`src/hw/rtl/i2c_status_transfer_sequencer_assert.svh`:
```
// Assertion macros shared by the I2C status transfer sequencer RTL.
`ifndef I2C_STATUS_TRANSFER_SEQUENCER_ASSERT_SVH
`define I2C_STATUS_TRANSFER_SEQUENCER_ASSERT_SVH

// Same-cycle implication, sampled on clk_i and held off while rst_ni is low.
`define ISTS_ASSERT_IMP(label, ante, cons, msg) \
  label: assert property (@(posedge clk_i) disable iff (!rst_ni) (ante) |-> (cons)) \
    else $error(msg);

// Next-cycle implication, sampled on clk_i and held off while rst_ni is low.
`define ISTS_ASSERT_NXT(label, ante, cons, msg) \
  label: assert property (@(posedge clk_i) disable iff (!rst_ni) (ante) |=> (cons)) \
    else $error(msg);

`endif

```
`src/hw/rtl/ists_pkg.sv`:
```
// Types and constants of the I2C status transfer sequencer.
`default_nettype none

package ists_pkg;

  typedef enum logic [1:0] {
    CMD_WRITE = 2'd0,
    CMD_READ  = 2'd1,
    CMD_EVENT = 2'd2
  } cmd_e;

  typedef enum logic [2:0] {
    RC_OK        = 3'd0,
    RC_SIZE0     = 3'd1,
    RC_ADDR_NACK = 3'd2,
    RC_DATA_NACK = 3'd3,
    RC_STOP_RX   = 3'd4,
    RC_UNSUPP    = 3'd5,
    RC_UNKNOWN   = 3'd6
  } result_e;

  // Control register bits of the core.
  localparam logic [6:0] CtlAa  = 7'h04;
  localparam logic [6:0] CtlSi  = 7'h08;
  localparam logic [6:0] CtlSto = 7'h10;
  localparam logic [6:0] CtlSta = 7'h20;

  // Status codes reported by the core.
  localparam logic [7:0] StBusErr    = 8'h00;
  localparam logic [7:0] StStart     = 8'h08;
  localparam logic [7:0] StRestart   = 8'h10;
  localparam logic [7:0] StMtAddrAck = 8'h18;
  localparam logic [7:0] StMtAddrNak = 8'h20;
  localparam logic [7:0] StMtDataAck = 8'h28;
  localparam logic [7:0] StMtDataNak = 8'h30;
  localparam logic [7:0] StArbLost   = 8'h38;
  localparam logic [7:0] StMrAddrAck = 8'h40;
  localparam logic [7:0] StMrAddrNak = 8'h48;
  localparam logic [7:0] StMrDataAck = 8'h50;
  localparam logic [7:0] StMrDataNak = 8'h58;
  localparam logic [7:0] StSrAddr    = 8'h60;
  localparam logic [7:0] StSrArbAddr = 8'h68;
  localparam logic [7:0] StSrGen     = 8'h70;
  localparam logic [7:0] StSrArbGen  = 8'h78;
  localparam logic [7:0] StSrDataAck = 8'h80;
  localparam logic [7:0] StSrDataNak = 8'h88;
  localparam logic [7:0] StSrGenAck  = 8'h90;
  localparam logic [7:0] StSrGenNak  = 8'h98;
  localparam logic [7:0] StSrStop    = 8'hA0;
  localparam logic [7:0] StStAddr    = 8'hA8;
  localparam logic [7:0] StStArbAddr = 8'hB0;
  localparam logic [7:0] StStDataAck = 8'hB8;
  localparam logic [7:0] StStDataNak = 8'hC0;
  localparam logic [7:0] StStLastAck = 8'hC8;
  localparam logic [7:0] StIdle      = 8'hF8;

endpackage

`default_nettype wire

```
`src/hw/rtl/ists_if.sv`:
```
// Channel interfaces of the I2C status transfer sequencer.
`default_nettype none

interface ists_in_if;
  logic       valid;
  logic       ready;
  logic [1:0] cmd;
  logic [7:0] slave_addr;
  logic [7:0] byte_count;
  logic       send_stop;
  logic [7:0] status_code;
  logic [7:0] rx_byte;
  logic [7:0] tx_byte;

  modport source (output valid, cmd, slave_addr, byte_count, send_stop, status_code,
                  rx_byte, tx_byte, input ready);
  modport sink (input valid, cmd, slave_addr, byte_count, send_stop, status_code,
                rx_byte, tx_byte, output ready);
endinterface

interface ists_out_if;
  logic              valid;
  logic              ready;
  logic              dat_write;
  logic [7:0]        dat_value;
  logic [6:0]        set_mask;
  logic [6:0]        clear_mask;
  logic              rx_valid;
  logic [7:0]        rx_data;
  logic              done_res;
  ists_pkg::result_e result_code;
  logic [7:0]        moved_count;

  modport source (output valid, dat_write, dat_value, set_mask, clear_mask, rx_valid,
                  rx_data, done_res, result_code, moved_count, input ready);
  modport sink (input valid, dat_write, dat_value, set_mask, clear_mask, rx_valid,
                rx_data, done_res, result_code, moved_count, output ready);
endinterface

interface ists_cfg_if;
  logic valid;
  logic ready;
  logic master_mode;

  modport source (output valid, master_mode, input ready);
  modport sink (input valid, master_mode, output ready);
endinterface

`default_nettype wire

```
`src/hw/rtl/i2c_status_transfer_sequencer.sv`:
```
// Top level of the I2C status transfer sequencer: decodes core status events into actions.
//
//   channel  | dir | word
//   ---------+-----+-------------------------------------------------------------
//   in_i     | in  | begin write/read or status event, with address, count, bytes
//   out_o    | out | data write, control set/clear masks, rx byte, finish code
//   cfg_i    | in  | master_mode bit
//
// An accepted word is captured in the input register, then its result lands in
// the output register, from which it is offered.
// One word per cycle is sustained while the output accepts; a stall holds the flow.
// A stalled output holds its word and stops the input register only once it is full.
// Reset leaves the sequencer idle with master_mode set; configuration is always ready.
`default_nettype none

`include "i2c_status_transfer_sequencer_assert.svh"

module i2c_status_transfer_sequencer (
  input  wire logic   clk_i,
  input  wire logic   rst_ni,
  ists_in_if.sink     in_i,
  ists_out_if.source  out_o,
  ists_cfg_if.sink    cfg_i
);

  typedef enum logic [2:0] {
    XS_IDLE  = 3'b001,
    XS_WRITE = 3'b010,
    XS_READ  = 3'b100
  } xfer_state_e;

  typedef struct packed {
    logic              dat_write;
    logic [7:0]        dat_value;
    logic [6:0]        set_mask;
    logic [6:0]        clear_mask;
    logic              rx_valid;
    logic [7:0]        rx_data;
    logic              done_res;
    ists_pkg::result_e result_code;
    logic [7:0]        moved_count;
  } out_word_t;

  // Transfer state.
  xfer_state_e state_q, state_d;
  logic [7:0]  target_addr_q, target_addr_d;
  logic [7:0]  remaining_q, remaining_d;
  logic [7:0]  transferred_q, transferred_d;
  logic        stop_after_q, stop_after_d;
  logic        master_mode_q;

  // Input register.
  logic       in_valid_q;
  logic [1:0] cmd_q;
  logic [7:0] slave_addr_q;
  logic [7:0] byte_count_q;
  logic       send_stop_q;
  logic [7:0] status_q;
  logic [7:0] rx_byte_q;
  logic [7:0] tx_byte_q;

  // Output register.
  logic      out_valid_q;
  out_word_t res_q, res_d;

  logic       advance;
  logic [7:0] rem_dec;
  logic [7:0] xfer_inc;

  assign advance     = !out_valid_q || out_o.ready;
  assign in_i.ready  = !in_valid_q || advance;
  assign cfg_i.ready = 1'b1;
  assign rem_dec     = remaining_q - 8'd1;
  assign xfer_inc    = transferred_q + 8'd1;

  always_ff @(posedge clk_i or negedge rst_ni) begin
    if (!rst_ni) begin
      in_valid_q <= 1'b0;
    end else if (in_i.valid && in_i.ready) begin
      in_valid_q <= 1'b1;
    end else if (advance) begin
      in_valid_q <= 1'b0;
    end
  end

  always_ff @(posedge clk_i) begin
    if (in_i.valid && in_i.ready) begin
      cmd_q        <= in_i.cmd;
      slave_addr_q <= in_i.slave_addr;
      byte_count_q <= in_i.byte_count;
      send_stop_q  <= in_i.send_stop;
      status_q     <= in_i.status_code;
      rx_byte_q    <= in_i.rx_byte;
      tx_byte_q    <= in_i.tx_byte;
    end
  end

  always_comb begin
    res_d         = '0;
    state_d       = state_q;
    target_addr_d = target_addr_q;
    remaining_d   = remaining_q;
    transferred_d = transferred_q;
    stop_after_d  = stop_after_q;

    case (cmd_q)
      ists_pkg::CMD_WRITE, ists_pkg::CMD_READ: begin
        // A begin word opens a new transfer and drops any open one.
        state_d       = (cmd_q == ists_pkg::CMD_READ) ? XS_READ : XS_WRITE;
        target_addr_d = slave_addr_q;
        remaining_d   = byte_count_q;
        transferred_d = '0;
        stop_after_d  = send_stop_q;
      end
      ists_pkg::CMD_EVENT: begin
        case (state_q)
          XS_WRITE: begin
            case (status_q)
              ists_pkg::StIdle: res_d.set_mask = ists_pkg::CtlSta;
              ists_pkg::StStart, ists_pkg::StRestart: begin
                res_d.dat_write  = 1'b1;
                res_d.dat_value  = target_addr_q;
                res_d.clear_mask = ists_pkg::CtlSi;
              end
              ists_pkg::StMtAddrAck: begin
                if (remaining_q == 8'd0) begin
                  res_d.set_mask    = ists_pkg::CtlSto;
                  res_d.clear_mask  = ists_pkg::CtlSi;
                  res_d.done_res    = 1'b1;
                  res_d.result_code = ists_pkg::RC_SIZE0;
                  state_d           = XS_IDLE;
                end else begin
                  res_d.dat_write  = 1'b1;
                  res_d.dat_value  = tx_byte_q;
                  remaining_d      = rem_dec;
                  transferred_d    = xfer_inc;
                  res_d.clear_mask = ists_pkg::CtlSta | ists_pkg::CtlSi;
                end
              end
              ists_pkg::StMtAddrNak: begin
                res_d.set_mask    = ists_pkg::CtlSto;
                res_d.clear_mask  = ists_pkg::CtlSi;
                res_d.done_res    = 1'b1;
                res_d.result_code = ists_pkg::RC_ADDR_NACK;
                state_d           = XS_IDLE;
              end
              ists_pkg::StMtDataAck: begin
                if (remaining_q == 8'd0) begin
                  res_d.set_mask    = stop_after_q ? ists_pkg::CtlSto : ists_pkg::CtlSta;
                  res_d.clear_mask  = ists_pkg::CtlSi;
                  res_d.done_res    = 1'b1;
                  res_d.result_code = ists_pkg::RC_OK;
                  res_d.moved_count = transferred_q;
                  state_d           = XS_IDLE;
                end else begin
                  res_d.dat_write  = 1'b1;
                  res_d.dat_value  = tx_byte_q;
                  remaining_d      = rem_dec;
                  transferred_d    = xfer_inc;
                  res_d.clear_mask = ists_pkg::CtlSi;
                end
              end
              ists_pkg::StMtDataNak: begin
                res_d.set_mask    = ists_pkg::CtlSto;
                res_d.clear_mask  = ists_pkg::CtlSi;
                res_d.done_res    = 1'b1;
                res_d.result_code = ists_pkg::RC_DATA_NACK;
                res_d.moved_count = transferred_q;
                state_d           = XS_IDLE;
              end
              ists_pkg::StArbLost: begin
                res_d.set_mask   = ists_pkg::CtlSta;
                res_d.clear_mask = ists_pkg::CtlSi;
              end
              ists_pkg::StStAddr: begin
                res_d.dat_write = 1'b1;
                res_d.dat_value = tx_byte_q;
                remaining_d     = rem_dec;
                transferred_d   = xfer_inc;
                // The last byte goes out without acknowledge expected afterwards.
                if (rem_dec == 8'd0) begin
                  res_d.clear_mask = ists_pkg::CtlAa | ists_pkg::CtlSi;
                end else begin
                  res_d.set_mask   = ists_pkg::CtlAa;
                  res_d.clear_mask = ists_pkg::CtlSi;
                end
              end
              ists_pkg::StStArbAddr: begin
                res_d.done_res    = 1'b1;
                res_d.result_code = ists_pkg::RC_UNSUPP;
                res_d.moved_count = status_q;
                state_d           = XS_IDLE;
              end
              ists_pkg::StStDataAck: begin
                res_d.dat_write  = 1'b1;
                res_d.dat_value  = tx_byte_q;
                remaining_d      = rem_dec;
                transferred_d    = xfer_inc;
                res_d.set_mask   = ists_pkg::CtlAa;
                res_d.clear_mask = ists_pkg::CtlSi;
              end
              ists_pkg::StStDataNak, ists_pkg::StStLastAck: begin
                res_d.set_mask    = ists_pkg::CtlAa;
                res_d.clear_mask  = ists_pkg::CtlSi;
                res_d.done_res    = 1'b1;
                res_d.result_code = ists_pkg::RC_OK;
                res_d.moved_count = transferred_q;
                state_d           = XS_IDLE;
              end
              ists_pkg::StBusErr: begin
                res_d.done_res    = 1'b1;
                res_d.result_code = ists_pkg::RC_UNKNOWN;
                res_d.moved_count = transferred_q;
                state_d           = XS_IDLE;
              end
              default: ;
            endcase
          end
          XS_READ: begin
            case (status_q)
              ists_pkg::StIdle: begin
                if (master_mode_q) res_d.set_mask = ists_pkg::CtlSta;
              end
              ists_pkg::StStart, ists_pkg::StRestart: begin
                res_d.dat_write  = 1'b1;
                res_d.dat_value  = target_addr_q | 8'h01;
                res_d.clear_mask = ists_pkg::CtlSi;
              end
              ists_pkg::StMrAddrAck: begin
                if (remaining_q > 8'd1) res_d.set_mask = ists_pkg::CtlAa;
                res_d.clear_mask = ists_pkg::CtlSta | ists_pkg::CtlSi;
              end
              ists_pkg::StMrAddrNak: begin
                res_d.set_mask    = ists_pkg::CtlSto;
                res_d.clear_mask  = ists_pkg::CtlSi;
                res_d.done_res    = 1'b1;
                res_d.result_code = ists_pkg::RC_ADDR_NACK;
                state_d           = XS_IDLE;
              end
              ists_pkg::StMrDataAck: begin
                res_d.rx_valid = 1'b1;
                res_d.rx_data  = rx_byte_q;
                remaining_d    = rem_dec;
                transferred_d  = xfer_inc;
                // Acknowledge only while more than the final byte is still due.
                if (rem_dec > 8'd1) begin
                  res_d.set_mask   = ists_pkg::CtlAa;
                  res_d.clear_mask = ists_pkg::CtlSi;
                end else begin
                  res_d.clear_mask = ists_pkg::CtlAa | ists_pkg::CtlSi;
                end
              end
              ists_pkg::StMrDataNak: begin
                res_d.rx_valid    = 1'b1;
                res_d.rx_data     = rx_byte_q;
                transferred_d     = xfer_inc;
                res_d.set_mask    = stop_after_q ? ists_pkg::CtlSto : ists_pkg::CtlSta;
                res_d.clear_mask  = ists_pkg::CtlSi;
                res_d.done_res    = 1'b1;
                res_d.result_code = ists_pkg::RC_OK;
                res_d.moved_count = xfer_inc;
                state_d           = XS_IDLE;
              end
              ists_pkg::StSrAddr: begin
                res_d.set_mask   = ists_pkg::CtlAa;
                res_d.clear_mask = ists_pkg::CtlSi;
              end
              ists_pkg::StSrArbAddr, ists_pkg::StSrGen, ists_pkg::StSrArbGen,
              ists_pkg::StSrGenAck, ists_pkg::StSrGenNak: begin
                res_d.done_res    = 1'b1;
                res_d.result_code = ists_pkg::RC_UNSUPP;
                res_d.moved_count = status_q;
                state_d           = XS_IDLE;
              end
              ists_pkg::StSrDataAck: begin
                res_d.rx_valid = 1'b1;
                res_d.rx_data  = rx_byte_q;
                remaining_d    = rem_dec;
                transferred_d  = xfer_inc;
                if (rem_dec == 8'd0) begin
                  res_d.clear_mask = ists_pkg::CtlAa | ists_pkg::CtlSi;
                end else begin
                  res_d.set_mask   = ists_pkg::CtlAa;
                  res_d.clear_mask = ists_pkg::CtlSi;
                end
              end
              ists_pkg::StSrDataNak: begin
                res_d.set_mask    = ists_pkg::CtlAa;
                res_d.clear_mask  = ists_pkg::CtlSi;
                res_d.done_res    = 1'b1;
                res_d.result_code = ists_pkg::RC_OK;
                res_d.moved_count = transferred_q;
                state_d           = XS_IDLE;
              end
              ists_pkg::StSrStop: begin
                res_d.set_mask    = ists_pkg::CtlAa;
                res_d.clear_mask  = ists_pkg::CtlSi;
                res_d.done_res    = 1'b1;
                res_d.result_code = ists_pkg::RC_STOP_RX;
                res_d.moved_count = transferred_q;
                state_d           = XS_IDLE;
              end
              ists_pkg::StBusErr: begin
                res_d.done_res    = 1'b1;
                res_d.result_code = ists_pkg::RC_UNKNOWN;
                res_d.moved_count = transferred_q;
                state_d           = XS_IDLE;
              end
              default: ;
            endcase
          end
          default: ;
        endcase
      end
      default: ;
    endcase
  end

  always_ff @(posedge clk_i or negedge rst_ni) begin
    if (!rst_ni) begin
      state_q       <= XS_IDLE;
      target_addr_q <= '0;
      remaining_q   <= '0;
      transferred_q <= '0;
      stop_after_q  <= 1'b0;
      out_valid_q   <= 1'b0;
    end else if (advance) begin
      out_valid_q <= in_valid_q;
      if (in_valid_q) begin
        state_q       <= state_d;
        target_addr_q <= target_addr_d;
        remaining_q   <= remaining_d;
        transferred_q <= transferred_d;
        stop_after_q  <= stop_after_d;
      end
    end
  end

  always_ff @(posedge clk_i) begin
    if (advance && in_valid_q) begin
      res_q <= res_d;
    end
  end

  always_ff @(posedge clk_i or negedge rst_ni) begin
    if (!rst_ni) begin
      master_mode_q <= 1'b1;
    end else if (cfg_i.valid) begin
      master_mode_q <= cfg_i.master_mode;
    end
  end

  assign out_o.valid       = out_valid_q;
  assign out_o.dat_write   = res_q.dat_write;
  assign out_o.dat_value   = res_q.dat_value;
  assign out_o.set_mask    = res_q.set_mask;
  assign out_o.clear_mask  = res_q.clear_mask;
  assign out_o.rx_valid    = res_q.rx_valid;
  assign out_o.rx_data     = res_q.rx_data;
  assign out_o.done_res    = res_q.done_res;
  assign out_o.result_code = res_q.result_code;
  assign out_o.moved_count = res_q.moved_count;

  `ISTS_ASSERT_NXT(a_finish_goes_idle, advance && in_valid_q && res_d.done_res,
                   state_q == XS_IDLE, "finishing word left the transfer open")
  `ISTS_ASSERT_NXT(a_begin_opens, advance && in_valid_q &&
                   (cmd_q == ists_pkg::CMD_WRITE || cmd_q == ists_pkg::CMD_READ),
                   state_q != XS_IDLE && transferred_q == 8'd0,
                   "begin word did not open a transfer")
  `ISTS_ASSERT_IMP(a_idle_event_quiet, in_valid_q && state_q == XS_IDLE &&
                   cmd_q == ists_pkg::CMD_EVENT, res_d == '0,
                   "event while idle produced an action")
  `ISTS_ASSERT_IMP(a_open_result_clean, out_o.valid && !out_o.done_res,
                   out_o.result_code == ists_pkg::RC_OK && out_o.moved_count == 8'd0,
                   "unfinished word carries a finish code")

endmodule

`default_nettype wire

```
`src/flat_wrapper.sv`:
```
// flat-port wrapper written by rule: the top's interface ports become plain ports
module i2c_status_transfer_sequencer_flat 
  (clk_i, rst_ni, in_i_valid, in_i_cmd, in_i_slave_addr, in_i_byte_count, in_i_send_stop, in_i_status_code, in_i_rx_byte, in_i_tx_byte, in_i_ready, out_o_valid, out_o_dat_write, out_o_dat_value, out_o_set_mask, out_o_clear_mask, out_o_rx_valid, out_o_rx_data, out_o_done_res, out_o_result_code, out_o_moved_count, out_o_ready, cfg_i_valid, cfg_i_master_mode, cfg_i_ready);
  ists_in_if in_i_i ();
  ists_out_if out_o_i ();
  ists_cfg_if cfg_i_i ();
  input  wire logic clk_i;
  input  wire logic rst_ni;
  input wire logic [$bits(in_i_i.valid)-1:0] in_i_valid;
  input wire logic [$bits(in_i_i.cmd)-1:0] in_i_cmd;
  input wire logic [$bits(in_i_i.slave_addr)-1:0] in_i_slave_addr;
  input wire logic [$bits(in_i_i.byte_count)-1:0] in_i_byte_count;
  input wire logic [$bits(in_i_i.send_stop)-1:0] in_i_send_stop;
  input wire logic [$bits(in_i_i.status_code)-1:0] in_i_status_code;
  input wire logic [$bits(in_i_i.rx_byte)-1:0] in_i_rx_byte;
  input wire logic [$bits(in_i_i.tx_byte)-1:0] in_i_tx_byte;
  output wire logic [$bits(in_i_i.ready)-1:0] in_i_ready;
  output wire logic [$bits(out_o_i.valid)-1:0] out_o_valid;
  output wire logic [$bits(out_o_i.dat_write)-1:0] out_o_dat_write;
  output wire logic [$bits(out_o_i.dat_value)-1:0] out_o_dat_value;
  output wire logic [$bits(out_o_i.set_mask)-1:0] out_o_set_mask;
  output wire logic [$bits(out_o_i.clear_mask)-1:0] out_o_clear_mask;
  output wire logic [$bits(out_o_i.rx_valid)-1:0] out_o_rx_valid;
  output wire logic [$bits(out_o_i.rx_data)-1:0] out_o_rx_data;
  output wire logic [$bits(out_o_i.done_res)-1:0] out_o_done_res;
  output wire logic [$bits(out_o_i.result_code)-1:0] out_o_result_code;
  output wire logic [$bits(out_o_i.moved_count)-1:0] out_o_moved_count;
  input wire logic [$bits(out_o_i.ready)-1:0] out_o_ready;
  input wire logic [$bits(cfg_i_i.valid)-1:0] cfg_i_valid;
  input wire logic [$bits(cfg_i_i.master_mode)-1:0] cfg_i_master_mode;
  output wire logic [$bits(cfg_i_i.ready)-1:0] cfg_i_ready;
  assign in_i_i.valid = in_i_valid;
  assign in_i_i.cmd = in_i_cmd;
  assign in_i_i.slave_addr = in_i_slave_addr;
  assign in_i_i.byte_count = in_i_byte_count;
  assign in_i_i.send_stop = in_i_send_stop;
  assign in_i_i.status_code = in_i_status_code;
  assign in_i_i.rx_byte = in_i_rx_byte;
  assign in_i_i.tx_byte = in_i_tx_byte;
  assign in_i_ready = in_i_i.ready;
  assign out_o_valid = out_o_i.valid;
  assign out_o_dat_write = out_o_i.dat_write;
  assign out_o_dat_value = out_o_i.dat_value;
  assign out_o_set_mask = out_o_i.set_mask;
  assign out_o_clear_mask = out_o_i.clear_mask;
  assign out_o_rx_valid = out_o_i.rx_valid;
  assign out_o_rx_data = out_o_i.rx_data;
  assign out_o_done_res = out_o_i.done_res;
  assign out_o_result_code = out_o_i.result_code;
  assign out_o_moved_count = out_o_i.moved_count;
  assign out_o_i.ready = out_o_ready;
  assign cfg_i_i.valid = cfg_i_valid;
  assign cfg_i_i.master_mode = cfg_i_master_mode;
  assign cfg_i_ready = cfg_i_i.ready;
  i2c_status_transfer_sequencer u_core (.clk_i(clk_i), .rst_ni(rst_ni), .in_i(in_i_i), .out_o(out_o_i), .cfg_i(cfg_i_i));
endmodule
```
`config.mk`:
```
export PLATFORM = sky130hd
export DESIGN_NAME = i2c_status_transfer_sequencer_flat
export DESIGN_NICKNAME = d
export VERILOG_FILES = /design/src/hw/rtl/ists_pkg.sv /design/src/hw/rtl/ists_if.sv /design/src/hw/rtl/i2c_status_transfer_sequencer.sv /design/src/flat_wrapper.sv
export VERILOG_INCLUDE_DIRS = /design/src /design/src/hw/rtl
export SDC_FILE = /design/constraint.sdc
export NUM_CORES = 1
export LEC_CHECK = 0
export ABC_AREA = 0
export BUFFER_PORTS_ARGS = -buffer_cell sky130_fd_sc_hd__buf_2
export CAP_MARGIN = 20
export CORE_MARGIN = 2
export CORE_UTILIZATION = 51
export DETAILED_ROUTE_END_ITERATION = 10
export PLACE_DENSITY = 0.8
export SLEW_MARGIN = 20
export SYNTH_ARGS = -nofsm -noshare
export SYNTH_HDL_FRONTEND = slang
export SYNTH_SLANG_ARGS = --single-unit
```
`constraint.sdc`:
```
create_clock -name clk_i -period 2.3 [get_ports clk_i]
set_input_delay 0 -clock clk_i [delete_from_list [all_inputs] [get_ports clk_i]]
set_output_delay 0 -clock clk_i [all_outputs]
set_load 0.02 [all_outputs]
```
==> results.cfg, run 1 <==
[clock_network]
cts_tree = done
insertion_delay_ns = 0.39
cts_buffers = 9
clk_path_buf_depth = 2
clockRootBuffer = clkbuf_8
h-tree-depth = 3
clkTransAtPathRegs_ns = 0.11
clock_sinks = 110

[timing]
slew_headroom_pct = 46.7
tightest_slew_ns = 0.800
tns_ns = 0
finalHoldViolations = 0
grt_setup_unrepaired = yes
fmax_ghz = 0.447
fin_crit_sh_pct = 97.2
slew_viol_final = 0
skew_ns = 0.0115
whs_ns = 0.252
min_period_ns = 2.24
setup_viol = 0

[yosys]
synth_top_area_share_pct = 42.1
synthCells = 516
netlist_area_mm2 = 0.00564
yosys_warnings = 0
ys_async_sr_fraction_pct = 28.2
synth.avg_cell_area_um2 = 10.9
ys_dominant_reg_cell = edfxtp_1
yosysUniqueCellTypes = 71
synth_area_leaders = edfxtp_1, dfrtp_1, a21oi_1
yosysTopAreaCell = edfxtp_1
synth_edf_count = 79
yosysSeqAreaShare_pct = 55.9
synth-seq-cells = 110

[floorplanning]
core_mm2 = 0.0108
boundaryPins = 96
die_area_mm2 = 0.0119
rows = 38
die-height_um = 109
start_util_pct = 52.2
die_w_um = 109

[finish]
final_cell_area_mm2 = 0.00731
drive_gt1_share_pct = 29.1
diodes = 0
nets = 746
area_growth_syn_to_layout_pct = 29.6

[power_and_ir_drop]
p_leak_nw = 2.87
power_mw = 4.93
ir_drop_v = 0.000437
powerDensity_mw_per_mm2 = 675

[setup_path]
start_kind = register
cp.required_ns = 2.57
cp_max_fo = 10
end_kind = register
path_class = reg2reg
slowest_delay_ns = 0.46
slowest_stage = or3b_2
cp.arrival_ns = 2.51
reg2reg_slack_ns = 0.06
regToRegEndpoint = u_core.remaining_q[4]
r2r_start = u_core.remaining_q[0]
path_cells = inv_1 > ha_1 > or3b_2 > o2111ai_2 > nand2_2 > o211ai_4 > buf_6 > a21oi_1 > o22a_1
reg2reg_depth = 9

[global_routing]
grt-ovfl-total = 0
grt_pass1_wl_um = 23000
grt_start_max_net_pins = 44
antenna_found_initial = 0
track_usage_pct = 25.4
grt_pass1_vias = 4656

[status]
status = completed

[route]
routed_wl_um = 14800
routedWlPerCell_um = 17.8
postRouteAntennaNets = 0
routed_via_density = 5.83
dr.pass1.iters = 5
via_count = 4847
drc = 0
drt_iter0_drc = 416

[job]
maxCapViolCount = 0

[place]
gp_congestion = 0.937
dp_hpwl_um = 10000
place_area_mm2 = 0.00652
port_buffers = 86

[min_path]
hold_path_class = in2async
-- state kept, by name (all words and copies together), names as in the netlist, 2 cells and up --
signal,cells
u_core.byte_count_q,8
u_core.out_o.dat_value,8
u_core.out_o.moved_count,8
u_core.out_o.rx_data,8
u_core.remaining_q,8
u_core.rx_byte_q,8
u_core.slave_addr_q,8
u_core.status_q,8
u_core.target_addr_q,8
u_core.transferred_q,8
u_core.tx_byte_q,8
u_core.out_o.clear_mask,3
u_core.out_o.result_code,3
u_core.out_o.set_mask,3
u_core.state_q,3
u_core.cmd_q,2
-- cells in the mapped netlist (3+ instances only) --
cell type	number
a211o_1	3
a211oi_1	4
a21oi_1	33
a22o_1	5
a2bb2oi_1	3
a31oi_1	7
a32o_1	3
a32oi_1	3
and2_1	13
and3_1	4
buf_2	4
buf_4	10
clkbuf_1	25
dfrtp_1	29
edfxtp_1	79
ha_1	11
inv_1	8
mux2_2	11
nand2_1	38
nand2b_1	11
nand3_1	16
nand3b_1	3
nand4_1	7
nor2_1	39
nor2b_1	8
nor3_1	10
nor4_1	7
o211ai_1	4
o21ai_0	26
o21ai_1	15
o22a_1	6
o22ai_1	4
o31ai_1	5
o31ai_2	3
or2_2	3
or3_1	3
or4_1	3
xnor2_1	5
-- repair_timing --
item | CTS | global route
gates resized for setup | 3 | 17
endpoints found under the setup margin | 13 | 32
endpoints found under the hold margin | 75 | 0
buffers inserted | 0 | 2
pin swaps | 0 | 2
hold buffers | 49 | 0
-- power by group --
group	leakage (nW)	total, mW	internal, mW	switching, mW
logic	1.61	1.23	0.546	0.684
clock network	0.102	1.17	0.430	0.737
registers	1.15	2.54	2.36	0.171
-- cell usage in the layout (no fill, tap or decap), types with 8 or more instances in the layout --
cell type and instances:
buf_2 86, edfxtp_1 79, buf_4 53, dlygate4sd3_1 49
nor2_1 39, nand2_1 37, a21oi_1 33, dfrtp_1 29
o21ai_0 26, nand3_1 16, o21ai_1 15, nand2b_1 11
mux2_2 11, nor3_1 10, and2_1 10, ha_1 10
conb_1 9, clkbuf_8 9, inv_1 8
-- through the flow --
step / setup slack [ns] / instances / utilization, %
final: 0.0646 / 831 / 67.7
after global routing: -0.0679 / 831 / 67.7
after CTS: 0.00580 / 829 / 66.8
after detailed placement: -0.0675 / 764 / 60.4
after global placement: 0.0106 / 764 / 60.4
after floorplan: 0.0321 / 523 / -
-- cells by family (layout without fill, tap and decap cells) --
logic type      after synthesis  in the layout  synth area share, %
simple gates                179            179                 16.8
compound gates              144            144                 17.0
flops                       110            110                 55.9
buf+inv                      50            218                 4.08
mux                          13             13                 2.55
fa+ha+maj                    11             11                 2.44
xor+xnor                      7              7                 1.09
other cells                   2              9                0.133
-- area by class of cell --
class                   instances  area, µm²
fillers                       815       3480
flip-flops and latches        110       3150
multi-input cells             363       2350
repair buffers                193       1400
well taps                     140        175
clock buffers                   9        124
clock inverters                 7       72.6
inverters                       9       33.8
-- per-layer routing --
| layer | global-route usage (%) | part of all wire [%] | up-vias | wire (µm) |
|---|---|---|---|---|
| met3 | 3.65 | 6.7 | 37 | 994 |
| met5 | 0 | 0 | - | 0 |
| met4 | 11.9 | 3.2 | 0 | 470 |
| met2 | 41.0 | 50 | 224 | 7340 |
| li1 | - | - | 2260 | - |
| met1 | 33.7 | 41 | 2326 | 6020 |
-- critical path, delay by kind of cell, from the launching register on --
kind	cells	cell delay, ns
fa+ha+maj	1	0.17
buf+inv	2	0.25
simple gates	2	0.57
compound gates	4	0.73
flops	1	0.40
-- worst max-delay path by stage --
stage                                      from  slack (ns)                   endpoint  depth (start not counted)
after floorplan           u_core.remaining_q[0]        0.03  u_core.out_o.dat_value[4]                          9
final                     u_core.remaining_q[0]        0.06      u_core.remaining_q[4]                          9
after CTS                    u_core.status_q[4]       0.006    u_core.transferred_q[6]                          6
after global placement    u_core.remaining_q[0]        0.01    u_core.transferred_q[7]                          8
after global routing      u_core.remaining_q[0]       -0.07      u_core.remaining_q[2]                          9
after detailed placement  u_core.remaining_q[0]       -0.07    u_core.transferred_q[7]                          8
Note: power is estimated with default switching activity, not from simulation.
==> inputs of run 2 (changes only) <==
Settings changed: RECOVER_POWER from default to 50, SKIP_CTS_REPAIR_TIMING from default to 1.
==> run 2 against run 1 <==
Core utilization is 0.15 points lower. Final area is 0.22% lower. First-iteration DRC count is 11% lower. Critical path depth is 2 lower. Clock power hardly changed. Highest routed layer unchanged. Clock skew is 0.0019 ns lower. Non-clock buffer count is 3 higher. The run now ends with max-capacitance violations, max-slew violations left. Largest cell class unchanged.
==> results.cfg, run 2 (synthesis gave the netlist of run 1 again) <==
[clock_network]
h-tree-depth = 3
clk_path_buf_depth = 2
clock_sinks = 110
cts_buffers = 9
clkTransAtPathRegs_ns = 0.11
insertion_delay_ns = 0.39
cts_tree = done
clockRootBuffer = clkbuf_8

[place]
dp.cells = 764
place_ws_ns = -0.0675
gp_congestion = 0.937
port_buffers = 86
dp_hpwl_um = 10000
place_area_mm2 = 0.00652

[timing]
slew_headroom_pct = -28.0
tightest_slew_ns = 1.92
grt_setup_unrepaired = yes
min_period_ns = 2.22
fin_crit_sh_pct = 96.4
whs_ns = 0.306
setup_viol = 0
skew_ns = 0.00959
tns_ns = 0
layout_setup_ws_ns = 0.0836
slew_viol_final = 32
fmax_ghz = 0.451
finalHoldViolations = 0

[floorplanning]
die_w_um = 109
boundaryPins = 96
die_area_mm2 = 0.0119
core_mm2 = 0.0108
start_util_pct = 52.2
die-height_um = 109
rows = 38

[finish]
final_cell_area_mm2 = 0.00729
area_growth_syn_to_layout_pct = 29.3
final_util_pct = 67.6
layout_common_cells = edfxtp_1, buf_4, dlygate4sd3_1
nets = 749
stdcell_count = 834
fillers = 834
diodes = 0
mostFrequentLayoutCell = edfxtp_1
drive_gt1_share_pct = 23.6

[power_and_ir_drop]
ir_drop_v = 0.000427
p_leak_nw = 2.76
powerDensity_mw_per_mm2 = 677
power_mw = 4.94

[setup_path]
end_kind = register
cp_max_fo = 27
cp.required_ns = 2.45
cp.arrival_ns = 2.37
reg2reg_slack_ns = 0.08
path_class = reg2reg
start_kind = register

[route]
routed_via_density = 5.80
postRouteAntennaNets = 0
drc = 0
routed_wl_um = 14700
drt_iter0_drc = 370
via_count = 4838
dr.pass1.iters = 5
routedWlPerCell_um = 17.6

[min_path]
hold_path_class = in2reg

[global_routing]
grt_pass1_vias = 4320
grt_pass1_wl_um = 21500
track_usage_pct = 23.6
grt-ovfl-total = 0
grt_start_max_net_pins = 44
antenna_found_initial = 0

[job]
maxCapViolCount = 1

[status]
failed_checks = max-capacitance violations, max-slew violations
status = finished with violations
[run 2: cell types whose count changed in the layout (fill, tap and decap cells not counted), sizes merged]
cell and change:
buf -39, clkbuf +42
[run 2: area by class of cell]
| class | count | area [µm²] | area share (%) |
|---|---|---|---|
| flip-flops and latches | 110 | 3150 | 43.2 |
| multi-input cells | 363 | 2380 | 32.6 |
| repair buffers | 196 | 1360 | 18.6 |
| well taps | 140 | 175 | 2.40 |
| clock buffers | 9 | 124 | 1.70 |
| clock inverters | 7 | 72.6 | 0.995 |
| inverters | 9 | 33.8 | 0.463 |
[run 2: critical path, stage by stage, from the launching register on]
cell and delay (ns):
edfxtp_1 0.46, buf_12 0.19, nor2b_1 0.14, mux2_2 0.30, a32o_1 0.27, a211o_1 0.31, a221oi_2 0.25, nor2_1 0.06
[run 2: routing by layer]
metal	track usage, %	up-vias	part of all wire (%)
li1	-	2274	-
met3	3.41	27	6.6
met4	10.8	0	2.4
met5	0	-	0
met1	32.9	2330	42
met2	36.6	207	49
[run 2: worst paths after layout]
check / startpoint / to / cells past startpoint
max: u_core.status_q[7] / u_core.out_o.moved_count[5] / 7
min: in_i_slave_addr[4] / u_core.slave_addr_q[4] / 2
max reg2reg: u_core.status_q[7] / u_core.out_o.moved_count[5] / 7
min reg2reg: u_core.slave_addr_q[6] / u_core.target_addr_q[6] / 1
max in group asynchronous: rst_ni / u_core.remaining_q[5] / 2
min in group asynchronous: rst_ni / u_core.remaining_q[3] / 2
[run 2: where the power goes]
part,total [mW],internal [mW],switching (mW)
registers,2.54,2.37,0.173
logic,1.23,0.539,0.686
clock network,1.17,0.430,0.741
